## src/design/tidtt_pkg.sv

```systemverilog
// Package for the transaction-ID translation table.
// Holds the entry record, scan status flags, status and kind codes.
// No dependencies.
`default_nettype none

package tidtt_pkg;

    // Default number of table entries
    localparam int DEFAULT_DEPTH = 64;

    // Field widths fixed by the interface
    localparam int ID_W    = 16;
    localparam int ADDR_W  = 32;
    localparam int PORT_W  = 16;
    localparam int STAT_W  = 2;
    localparam int USED_W  = 7;

    // Item kinds
    localparam logic KIND_FORWARD = 1'b0;
    localparam logic KIND_RETURN  = 1'b1;

    // Result status codes
    localparam logic [STAT_W-1:0] ST_OK        = 2'd0;
    localparam logic [STAT_W-1:0] ST_FULL      = 2'd1;
    localparam logic [STAT_W-1:0] ST_NOT_FOUND = 2'd2;

    // One table entry
    typedef struct packed {
        logic [ID_W-1:0]   out_id;
        logic [ID_W-1:0]   orig_id;
        logic [ADDR_W-1:0] addr;
        logic [PORT_W-1:0] port;
    } entry_t;

    // Flags gathered over one scan of the table
    typedef struct packed {
        logic found;    // an entry carries the key as outgoing ID
        logic ins_set;  // an entry with outgoing ID above the key was seen
        logic gap_set;  // an entry whose outgoing ID differs from its index was seen
    } scan_flags_t;

endpackage : tidtt_pkg

`default_nettype wire

```

## src/design/tidtt_scan_unit.sv

```systemverilog
// Shared compare unit: looks at one entry per cycle during a table scan.
// Tracks the match, the sorted insert point and the first ID gap.
// Depends on tidtt_pkg (entry_t, scan_flags_t).
`default_nettype none

module tidtt_scan_unit #(
    parameter int CW = 7
) (
    input  wire logic                       clk,
    input  wire logic                       rst_n,
    input  wire logic                       clear,
    input  wire logic                       cmp_valid,
    input  wire logic [CW-1:0]              cmp_idx,
    input  wire tidtt_pkg::entry_t          entry,
    input  wire logic [tidtt_pkg::ID_W-1:0] key,
    output tidtt_pkg::scan_flags_t          flags,
    output logic [CW-1:0]                   found_pos,
    output logic [CW-1:0]                   ins_pos,
    output logic [CW-1:0]                   gap_pos,
    output tidtt_pkg::entry_t               hit_entry
);

    tidtt_pkg::scan_flags_t flags_reg;
    tidtt_pkg::scan_flags_t flags_next;
    logic [CW-1:0]          found_pos_reg;
    logic [CW-1:0]          ins_pos_reg;
    logic [CW-1:0]          gap_pos_reg;
    tidtt_pkg::entry_t      hit_entry_reg;
    logic                   is_match;
    logic                   is_above;
    logic                   is_gap;

    // Compare the current entry against key and index
    assign is_match = (entry.out_id == key);
    assign is_above = (entry.out_id > key);
    assign is_gap   = (entry.out_id != tidtt_pkg::ID_W'(cmp_idx));

    // Latch the first occurrence of each condition
    always_comb
    begin
        flags_next = flags_reg;
        if (clear)
        begin
            flags_next = '0;
        end
        else if (cmp_valid)
        begin
            if (is_match)
            begin
                flags_next.found = 1'b1;
            end
            if (is_above)
            begin
                flags_next.ins_set = 1'b1;
            end
            if (is_gap)
            begin
                flags_next.gap_set = 1'b1;
            end
        end
    end

    always_ff @(posedge clk or negedge rst_n)
    begin
        if (!rst_n)
        begin
            flags_reg <= '0;
        end
        else
        begin
            flags_reg <= flags_next;
        end
    end

    // Capture positions and the matched entry
    always_ff @(posedge clk)
    begin
        if (!clear && cmp_valid)
        begin
            if (is_match && !flags_reg.found)
            begin
                found_pos_reg <= cmp_idx;
                hit_entry_reg <= entry;
            end
            if (is_above && !flags_reg.ins_set)
            begin
                ins_pos_reg <= cmp_idx;
            end
            if (is_gap && !flags_reg.gap_set)
            begin
                gap_pos_reg <= cmp_idx;
            end
        end
    end

    assign flags     = flags_reg;
    assign found_pos = found_pos_reg;
    assign ins_pos   = ins_pos_reg;
    assign gap_pos   = gap_pos_reg;
    assign hit_entry = hit_entry_reg;

endmodule : tidtt_scan_unit

`default_nettype wire
```

## config.mk

```make
export PLATFORM = sky130hd
export DESIGN_NAME = tidtt_scan_unit
export DESIGN_NICKNAME = d
export VERILOG_FILES = /design/src/design/tidtt_pkg.sv /design/src/design/tidtt_scan_unit.sv
export SDC_FILE = /design/constraint.sdc
export NUM_CORES = 1
export LEC_CHECK = 0
export BUFFER_PORTS_ARGS = -buffer_cell sky130_fd_sc_hd__buf_2
export CORE_AREA = 2 2 94 96
export CTS_BUF_LIST = sky130_fd_sc_hd__clkbuf_8
export DETAILED_ROUTE_END_ITERATION = 10
export DIE_AREA = 0 0 96 98
export GPL_TIMING_DRIVEN = 0
export MAX_ROUTING_LAYER = met4
export PLACE_DENSITY = 0.8
export SYNTH_ARGS = -nofsm -noshare
export SYNTH_HDL_FRONTEND = slang
export SYNTH_SLANG_ARGS = --single-unit
```

## constraint.sdc

```tcl
create_clock -name clk -period 8.25 [get_ports clk]
set_input_delay 1.2375 -clock clk [delete_from_list [all_inputs] [get_ports clk]]
set_output_delay 1.2375 -clock clk [all_outputs]
set_load 0.05 [all_outputs]
```

# ---- After elaboration in Yosys (flattened, before gate mapping)
# Cells that the tools add are included.
# W data, S select, Z words.
dict set report word_totals {
  in_bits 107
  output_inout_bits 104
  elab_cells 36
  ff_bits 104
}
dict set report op_classes {
  eq_ne 2
  order_cmp 1
  muxes 5
  reduce_logical 18
}
# cell count
set ops {}
lappend ops {{$eq A16 B16 Y1} 1}
lappend ops {{$gt A16 B16 Y1} 1}
lappend ops {{$ne A16 B7 Y1} 1}
lappend ops {{$reduce_and A2 Y1} 6}
lappend ops {{$reduce_bool A2 Y1} 4}
lappend ops {{$mux W3} 2}
lappend ops {{$logic_and A1 B1 Y1} 4}
lappend ops {{$logic_not A1 Y1} 4}
lappend ops {{$mux W1} 3}

# ---- Longest topological paths before layout
# Gate-level depths: netlist of the first run.
dict set report depth {
  depth_word 4
  depth_mapped 6
}

# ---- Least setup slack after synthesis of the first run
# Ideal clock, no wire load.
dict set report synth_timing {
  path_type {input to register}
  startpoint {input key[15] in the netlist's numbering}
  endpoint {register found_pos_reg[0], in the netlist found_pos[0] (enable)}
  slack_ps -1069
  arrival_ps 8662
  setup_ps 658
  cell_stages 5
  path_cell_list {inv_1 ha_1 nand4_1 or4_1 nor3b_1}
}
dict set report synth_between {
  elab_chain_len 3
}
# item line_no
set synth_rtl {}
lappend synth_rtl {{from (decl)} tidtt_scan_unit.sv:15} ;# input wire logic [tidtt_pkg::ID_W-1:0] key,
lappend synth_rtl {{$eq A16 B16 Y1} tidtt_scan_unit.sv:34} ;# assign is_match = (entry.out_id == key);
lappend synth_rtl {{$logic_and A1 B1 Y1} tidtt_scan_unit.sv:80} ;# if (is_match && !flags_reg.found)
lappend synth_rtl {{$reduce_and A2 Y1 (no source line)} -}
lappend synth_rtl {{to (signal assigned)} tidtt_scan_unit.sv:82} ;# found_pos_reg <= cmp_idx;
lappend synth_rtl {{to (decl)} tidtt_scan_unit.sv:25} ;# logic [CW-1:0] found_pos_reg;
# No other way between the ends.
# A chain may end at the register's enable or synchronous reset.

# ---- Worst setup path in the final report of the first run
dict set report layout_timing {
  startpoint {input entry[78] in the netlist's numbering}
  endpoint {register hit_entry_reg, in the netlist hit_entry[1] (enable)}
}
dict set report layout_between {
  elab_chain_len 3
}
# item line_no
set layout_rtl {}
lappend layout_rtl {{from (decl)} tidtt_scan_unit.sv:14} ;# input wire tidtt_pkg::entry_t entry,
lappend layout_rtl {{$eq A16 B16 Y1} tidtt_scan_unit.sv:34}
lappend layout_rtl {{$logic_and A1 B1 Y1} tidtt_scan_unit.sv:80}
lappend layout_rtl {{$reduce_and A2 Y1 (no source line)} -}
lappend layout_rtl {{to (signal assigned)} tidtt_scan_unit.sv:83} ;# hit_entry_reg <= entry;
lappend layout_rtl {{to (decl)} tidtt_scan_unit.sv:28} ;# tidtt_pkg::entry_t hit_entry_reg;
# No other way between the ends.

==> results.json, run 1 <==
{
  "outcome": "finished clean",
  "drive_gt1_share_pct": 55.6,
  "place.gp.congestion": 0.825,
  "die_area_sq_um": 9410,
  "largest_reg_flops": 80,
  "yosysSeqAreaShare_pct": 83.9,
  "cts_inserted_buffers": 9,
  "syn_inst": 190,
  "htreeDepth": 3,
  "worstSetupStartpoint": "entry[78]",
  "nets": 539,
  "ys.warnings.count": 0,
  "slowest_stage": "or4_1",
  "yosys.area.top_type": "edfxtp_1",
  "dr.first_iter.drc_count": 127,
  "cp.required_ns": 8.32,
  "layout_setup_ws_ns": 4.68,
  "grt_first_pass_wirelength_mm": 13.1,
  "period_needed_ns": 3.57,
  "crit_type": "input pin to flip-flop",
  "grt_pass1_vias": 2505,
  "grt.overflow.total": 0,
  "place_ws_ns": 4.29,
  "finalCritPeriodShare_pct": 43.3,
  "p_leak_uw": 0.00224,
  "grt_antenna_before_repair": 0,
  "antenna_cells": 0,
  "post-synth-top-count-cell": "edfxtp_1",
  "dpl_cell_area_sq_um": 5010,
  "path_cells": "buf_2 -> ha_1 -> nand4_1 -> or4_1 -> nor3b_4 -> buf_8 -> buf_8 -> buf_16",
  "num_vias": 2454,
  "reg2reg_from": "flags[2]",
  "grt_usage_pct": 19.6,
  "cp_max_fo": 20,
  "wl_mm": 9.17,
  "cts-root-buf": "clkbuf_8",
  "max_stage_delay_ns": 0.66,
  "synth_edf_count": 101,
  "cts_tree": "built",
  "ys.flop_type": "edfxtp_1",
  "clock.fmax_mhz": 280,
  "initial_utilization_pct": 43.8,
  "drc_errors": 0,
  "maxSlewHeadroom_pct": 47.7,
  "core_sq_um": 8470,
  "synth_common_cells": "edfxtp_1, inv_1, ha_1",
  "clk_latency_ns": 0.36,
  "vias_per_cell": 4.64,
  "synth_area_leaders": "edfxtp_1, ha_1, dfrtp_1",
  "p_per_area_nw_per_um2": 182,
  "fin_cells": 529,
  "ant_nets": 0,
  "path_clk_slew_ns": 0.10,
  "worstHoldStart": "flags[0]",
  "synth_cell_types": 25,
  "ctsHoldBuffers": 0,
  "rsz0062_at_grt": "false",
  "syn_nets": 313,
  "dp.cells": 513,
  "port_buffers": 210,
  "final_area_sq_um": 5210,
  "io_pins": 211,
  "syn-cell-area_sq_um": 3700,
  "tightest_slew_ns": 0.783,
  "chipWidth_um": 96,
  "max_cap_violations": 0,
  "dp_hpwl_mm": 7.53,
  "cts_resized": 0,
  "cts_setup_buffers": 0,
  "synth_seq_cells": 104,
  "async_flop_share_pct": 2.88,
  "vdd_drop_max_mv": 0.0872,
  "critPathCaptureType": "flip-flop",
  "area_delta_synth_final_pct": 40.6,
  "syn_avg_cell_area_sq_um": 19.5,
  "clk_path_buf_depth": 2,
  "fp.dieH_um": 98,
  "fill_cells": 664,
  "setup-violations-final": 0,
  "wl_per_cell_um": 17.3,
  "crit_top_cell": "buf_8",
  "finalPower_uw": 950,
  "clock-sinks": 104,
  "grt_max_degree": 21,
  "hold_class": "flip-flop to flip-flop",
  "dr.pass1.iters": 4,
  "std_cell_rows": 34,
  "fin_skew_ns": 0.00746,
  "drv_slew": 0,
  "hold_viol": 0,
  "start_kind": "input pin",
  "cp_data_arrival_time_ns": 3.64,
  "yosysTopAreaCellShare_pct": 81.9,
  "finalSetupTns_ns": 0
}
-- worst max-delay path: cells and delay by family --
family / cells / cell delay [ns]
and+or+nand+nor: 3 / 1.38
buffers and inverters: 4 / 0.73
adders and majority gates: 1 / 0.29
-- per-stage QoR --
step / util (%) / hold slack (ns)
3_5_place_dp: 59.2 / 0.521
5_1_grt: 61.5 / 0.571
3_3_place_gp: 57.8 / 0.524
4_1_cts: 61.5 / 0.544
6_report: 61.5 / 0.538
2_1_floorplan: - / 0.763
-- cell families (layout without fill, tap and decap cells) --
kind of cell | after synthesis | in the layout | share of synthesized area [%]
simple gates | 24 | 24 | 3.78
buf+inv | 19 | 250 | 1.93
fa+ha+maj | 16 | 16 | 5.40
compound gates | 20 | 20 | 3.34
flops | 104 | 104 | 83.9
xor+xnor | 7 | 7 | 1.65
-- where the power goes --
part | internal, uW | switching, uW
Sequential | 582 | 1.04
Clock | 116 | 178
Combinational | 31.9 | 40.5
-- area by class of cell --
type                            instances  area [sq um]  share of cell area [%]
Clock buffer                            9           124                    2.38
Clock inverter                          7          65.1                    1.25
Multi-Input combinational cell         67           542                    10.4
Timing Repair Buffer                  215          1160                    22.3
Inverter                               19          71.3                    1.37
Sequential cell                       104          3110                    59.7
Tap cell                              108           135                    2.59
-- cell usage in the layout (no fill, tap or decap), types with 2 or more instances in the layout --
| master | netlist | final |
|---|---|---|
| buf_2 | 0 | 210 |
| edfxtp_1 | 101 | 101 |
| inv_1 | 19 | 19 |
| ha_1 | 16 | 16 |
| a21oi_1 | 11 | 11 |
| clkbuf_8 | 0 | 9 |
| xnor2_1 | 6 | 6 |
| nand4_1 | 5 | 5 |
| nand2_1 | 4 | 4 |
| or4_1 | 3 | 3 |
| nor2_1 | 3 | 3 |
| dfrtp_1 | 3 | 3 |
| buf_16 | 0 | 3 |
| nor2b_1 | 2 | 2 |
| o21ai_0 | 2 | 2 |
| nor4_1 | 2 | 2 |
| clkinvlp_4 | 0 | 2 |
| inv_6 | 0 | 2 |
| buf_8 | 0 | 2 |
-- final timing paths --
| kind | end | slack (ns) | depth (start not counted) |
|---|---|---|---|
| min in group asynchronous | flags[2] | 0.66 | 1 |
| max in group asynchronous | flags[0] | 7.49 | 1 |
| min | flags[0] | 0.54 | 2 |
| min reg2reg | flags[0] | 0.54 | 2 |
| max reg2reg | hit_entry[1] | 6.42 | 4 |
| max | hit_entry[1] | 4.68 | 8 |
-- per-layer routing --
metal  vias to the layer above  track usage, %  part of all wire (%)
li1                       1185               -                     -
met1                      1151            19.0                    33
met2                       110            35.6                    55
met3                         8            7.33                    11
met4                         0            5.05                  0.89
met5                         -               -                     0
No activity file was read; power rests on OpenSTA's default activity.
==> run 2: changes to the inputs <==
- CORE_AREA: 2 2 94 96 -> 2 2 99 101
- DIE_AREA: 0 0 96 98 -> 0 0 101 103
- PLACE_DENSITY: 0.8 -> 0.76
- clock period: 8.25 -> 3.1 ns (I/O delays scaled with it)
==> results.json, run 2 (synthesis gave the netlist of run 1 again) <==
{
  "outcome": "finished clean",
  "dp_hpwl_mm": 7.54,
  "hold_class": "input pin to flip-flop",
  "intPower_uw": 2010,
  "place_ws_ns": -0.113,
  "dr.pass1.iters": 4,
  "grt_first_pass_wirelength_mm": 12.8,
  "vias_per_cell": 4.70,
  "dpl_cell_area_sq_um": 5110,
  "ant_nets": 0,
  "fp.dieH_um": 103,
  "pwr-share-clk_pct": 31.5,
  "std_cell_rows": 36,
  "die_area_sq_um": 10400,
  "finalCritPeriodShare_pct": 90.1,
  "start_kind": "input pin",
  "port_buffers": 210,
  "fin_skew_ns": 0.00715,
  "worstSetupStartpoint": "entry[64]",
  "reg2reg_from": "flags[2]",
  "rsz0062_at_grt": "false",
  "critPathCaptureType": "flip-flop",
  "layout_setup_ws_ns": 0.305,
  "max_cap_violations": 0,
  "grt.overflow.total": 0,
  "drc_errors": 0,
  "wl_mm": 9.41,
  "dr.first_iter.drc_count": 118,
  "clock-sinks": 104,
  "num_vias": 2513,
  "initial_utilization_pct": 39.2,
  "cts_setup_buffers": 0,
  "grt_usage_pct": 17.4,
  "place.gp.congestion": 0.853,
  "finalSetupTns_ns": 0,
  "clk_path_buf_depth": 2,
  "setup-violations-final": 0,
  "mostFrequentLayoutCell": "buf_2",
  "antenna_cells": 0,
  "cp.required_ns": 3.17,
  "final_area_sq_um": 5310,
  "cts-root-buf": "clkbuf_8",
  "grt_pass1_vias": 2423,
  "largest_reg_flops": 80,
  "layout_common_cells": "buf_2, edfxtp_1, inv_1",
  "period_needed_ns": 2.79,
  "wl_per_cell_um": 17.6,
  "hold_viol": 0,
  "comb_power_share_pct": 8.1,
  "io_pins": 211,
  "drv_slew": 0,
  "p_per_area_nw_per_um2": 484,
  "grt_max_degree": 19,
  "area_delta_synth_final_pct": 43.4,
  "p_leak_uw": 0.00225,
  "cts_resized": 0,
  "drive_gt1_share_pct": 57.7,
  "cp_max_fo": 18,
  "clk_latency_ns": 0.35,
  "grt_antenna_before_repair": 0,
  "htreeDepth": 3,
  "nets": 540,
  "maxSlewHeadroom_pct": 49.6,
  "tightest_slew_ns": 0.755,
  "cts_tree": "built",
  "crit_type": "input pin to flip-flop",
  "clock.fmax_mhz": 358,
  "path_clk_slew_ns": 0.10,
  "whs_ns": 0.277,
  "cts_inserted_buffers": 9,
  "vdd_drop_max_mv": 0.172,
  "p_switching_uw": 559,
  "worstHoldStart": "entry[53]",
  "switching_share_pct": 21.8,
  "chipWidth_um": 101,
  "cp_data_arrival_time_ns": 2.86,
  "pwr-share-seq_pct": 60.4,
  "core_sq_um": 9460
}
[run 2: power by group through the flow]
stage	Clock (uW)	Combinational (uW)	Sequential, uW
after floorplan	0	66.5	1610
after global placement	0	199	1580
final	809	209	1550
after global routing	880	230	1550
after CTS	819	211	1550
after detailed placement	0	208	1580
[run 2: routing by layer]
layer / GRT usage, % / up-vias / part of all wire (%)
li1: - / 1183 / -
met3: 5.08 / 16 / 8.7
met1: 18.9 / 1202 / 38
met5: - / - / 0
met4: 8.21 / 0 / 2.2
met2: 29.5 / 112 / 51
[run 2: path summary, 6_finish.rpt]
path | to | slack, ns | cells past startpoint
max | hit_entry[2] | 0.31 | 9
min | hit_entry[53] | 0.28 | 1
max reg2reg | hit_entry[2] | 1.22 | 4
min reg2reg | flags[0] | 0.56 | 2
max in group asynchronous | flags[0] | 2.58 | 2
min in group asynchronous | flags[2] | 0.41 | 2
[run 2: through the flow]
step	instances	util, %	total power (uW)
2_1_floorplan	190	-	1680
3_3_place_gp	514	53.0	1780
3_5_place_dp	519	54.1	1790
4_1_cts	535	56.1	2580
5_1_grt	535	56.2	2660
6_report	535	56.2	2570
[run 2: layout make-up]
class	count	area, sq um
tap	114	143
timing repair buffer	216	1160
sequential	104	3110
fill	752	4150
clock buffer	9	124
inverter	19	96.3
multi-input combinational	67	621
clock inverter	6	60.1
[run 2: critical path: stages]
cell     delay (ns)
buf_2          0.13
inv_1          0.07
ha_1           0.28
nand4_1        0.14
or4_4          0.59
nor3b_4        0.57
buf_16         0.25
buf_16         0.17
buf_8          0.18
[run 2: timing repair]
item / 4_1_cts / 5_1_grt
endpoints found under the hold margin: 3 / 0
hold buffers: 1 / 0
setup endpoints to repair: 0 / 0
==> run 3: changes to the inputs <==
- REMOVE_ABC_BUFFERS: default -> 1
==> results.json, run 3 (synthesis gave the netlist of run 1 again) <==
{
  "outcome": "finished clean",
  "clk_path_buf_depth": 2,
  "slowest_stage": "or4_1",
  "grt_max_degree": 18,
  "fp.dieH_um": 103,
  "cp.required_ns": 3.18,
  "dp_hpwl_mm": 7.50,
  "dr.first_iter.drc_count": 137,
  "grt_usage_pct": 17.5,
  "ant_nets": 0,
  "tightest_slew_ns": 0.623,
  "htreeDepth": 3,
  "drc_errors": 0,
  "path_clk_slew_ns": 0.10,
  "layout_setup_ws_ns": 0.212,
  "cts_tree": "built",
  "cp_max_fo": 14,
  "clk_latency_ns": 0.36,
  "fill_cells": 756,
  "p_switching_uw": 565,
  "p_leak_uw": 0.00224,
  "p_per_area_nw_per_um2": 481,
  "drv_slew": 0,
  "chipWidth_um": 101,
  "hold_class": "input pin to flip-flop",
  "hold_viol": 0,
  "grt_antenna_before_repair": 0,
  "crit_top_cell": "buf_6",
  "largest_reg_flops": 80,
  "period_needed_ns": 2.89,
  "grt.overflow.total": 0,
  "start_kind": "input pin",
  "place_ws_ns": -0.405,
  "mostFrequentLayoutCell": "buf_2",
  "rsz0062_at_grt": "false",
  "path_delay_family": "simple AND/OR/NAND/NOR gates",
  "critPathCaptureType": "flip-flop",
  "area_delta_synth_final_pct": 39.8,
  "die_area_sq_um": 10400,
  "clock-sinks": 104,
  "comb_power_share_pct": 7.8,
  "cts-root-buf": "clkbuf_8",
  "drive_gt1_share_pct": 55.1,
  "antenna_cells": 0,
  "maxSlewHeadroom_pct": 58.4,
  "rr_worst_depth": 4,
  "layout_common_cells": "buf_2, edfxtp_1, inv_1",
  "nets": 543,
  "setup-violations-final": 0,
  "dr.pass1.iters": 4,
  "hold_end": "hit_entry[38]",
  "cts_inserted_buffers": 9,
  "rr_endpoint": "hit_entry[30]",
  "utilization_pct": 54.8,
  "intPower_uw": 1930,
  "wl_per_cell_um": 17.3,
  "grt_first_pass_wirelength_mm": 12.6,
  "reg2reg_from": "flags[2]",
  "place.gp.congestion": 0.828,
  "pwr-share-seq_pct": 62.3,
  "io_pins": 211,
  "std_cell_rows": 36,
  "grt_pass1_vias": 2346,
  "cp_data_arrival_time_ns": 2.97,
  "hold_path_depth": 1,
  "vdd_drop_max_mv": 0.199,
  "finalSetupTns_ns": 0,
  "crit_type": "input pin to flip-flop",
  "pwr-share-clk_pct": 30.0,
  "fin_skew_ns": 0.00760,
  "cp.buffers_inverters": 4,
  "worstHoldStart": "entry[38]",
  "num_vias": 2517,
  "max_cap_violations": 0,
  "wl_mm": 9.35,
  "vias_per_cell": 4.67,
  "port_buffers": 210,
  "reg2reg_slack_ns": 1.19,
  "path_cells": "buf_2 -> ha_1 -> nand4_1 -> or4_1 -> nor3b_4 -> buf_6 -> buf_6 -> buf_6",
  "core_sq_um": 9460,
  "finalCritPeriodShare_pct": 93.1,
  "max_stage_delay_ns": 0.67,
  "switching_share_pct": 22.7,
  "clock.fmax_mhz": 346,
  "initial_utilization_pct": 39.2
}
==> run 3: cell count changes in the layout (fill, tap and decap cells not counted), sizes merged <==
cell	before	now
buf	215	217
bufinv	1	0
clkbuf	9	10
clkinv	2	1
clkinvlp	0	3
==> run 3: power groups by stage <==
stage	Clock, uW	Sequential, uW	Combinational [uW]
2_1_floorplan	0	1610	57.4
3_3_place_gp	0	1580	185
3_5_place_dp	0	1580	194
4_1_cts	769	1550	196
5_1_grt	814	1550	216
6_report	747	1550	193
==> run 3: final cells by class <==
type | count | area, sq um | share of cell area, %
multi-input combinational | 67 | 537 | 10.4
tap | 114 | 143 | 2.75
timing repair buffer | 219 | 1150 | 22.1
sequential | 104 | 3110 | 60.0
clock buffer | 9 | 124 | 2.39
inverter | 19 | 71.3 | 1.38
clock inverter | 7 | 50.0 | 0.966
==> run 3: repair_timing <==
action	CTS	global route
gates resized for setup	1	0
hold endpoints to repair	3	0
setup buffers	0	0
endpoints found under the setup margin	10	0
hold buffers	1	0
==> run 3: how the worst max path moves through the flow <==
| stage | startpoint | to | slack, ns | depth (start not counted) |
|---|---|---|---|---|
| 5_1_grt | entry[78] | hit_entry[25] | 0.05 | 8 |
| 4_1_cts | entry[79] | hit_entry[36] | 0.20 | 8 |
| 6_report | entry[79] | hit_entry[30] | 0.21 | 8 |
| 3_3_place_gp | entry[79] | hit_entry[26] | -7.98 | 5 |
| 3_5_place_dp | entry[79] | hit_entry[36] | -0.41 | 8 |
| 2_1_floorplan | key[15] | found_pos[0] | -5.45 | 5 |
==> run 3: per-stage QoR <==
stage	instances	hold WS [ns]	area [sq um]	power, uW
detailed placement	521	0.261	4980	1780
global route	539	0.244	5180	2580
CTS	538	0.246	5170	2520
global placement	514	0.260	4900	1770
finish	539	0.270	5180	2490
floorplan	190	0.169	3700	1670
==> run 3: layer usage <==
| metal | vias to the layer above | track usage [%] | part of all wire [%] |
|---|---|---|---|
| met1 | 1200 | 18.3 | 38 |
| met3 | 12 | 6.03 | 7.2 |
| met2 | 108 | 30.2 | 53 |
| li1 | 1197 | - | - |
| met4 | 0 | 7.38 | 1.6 |
| met5 | - | - | 0 |
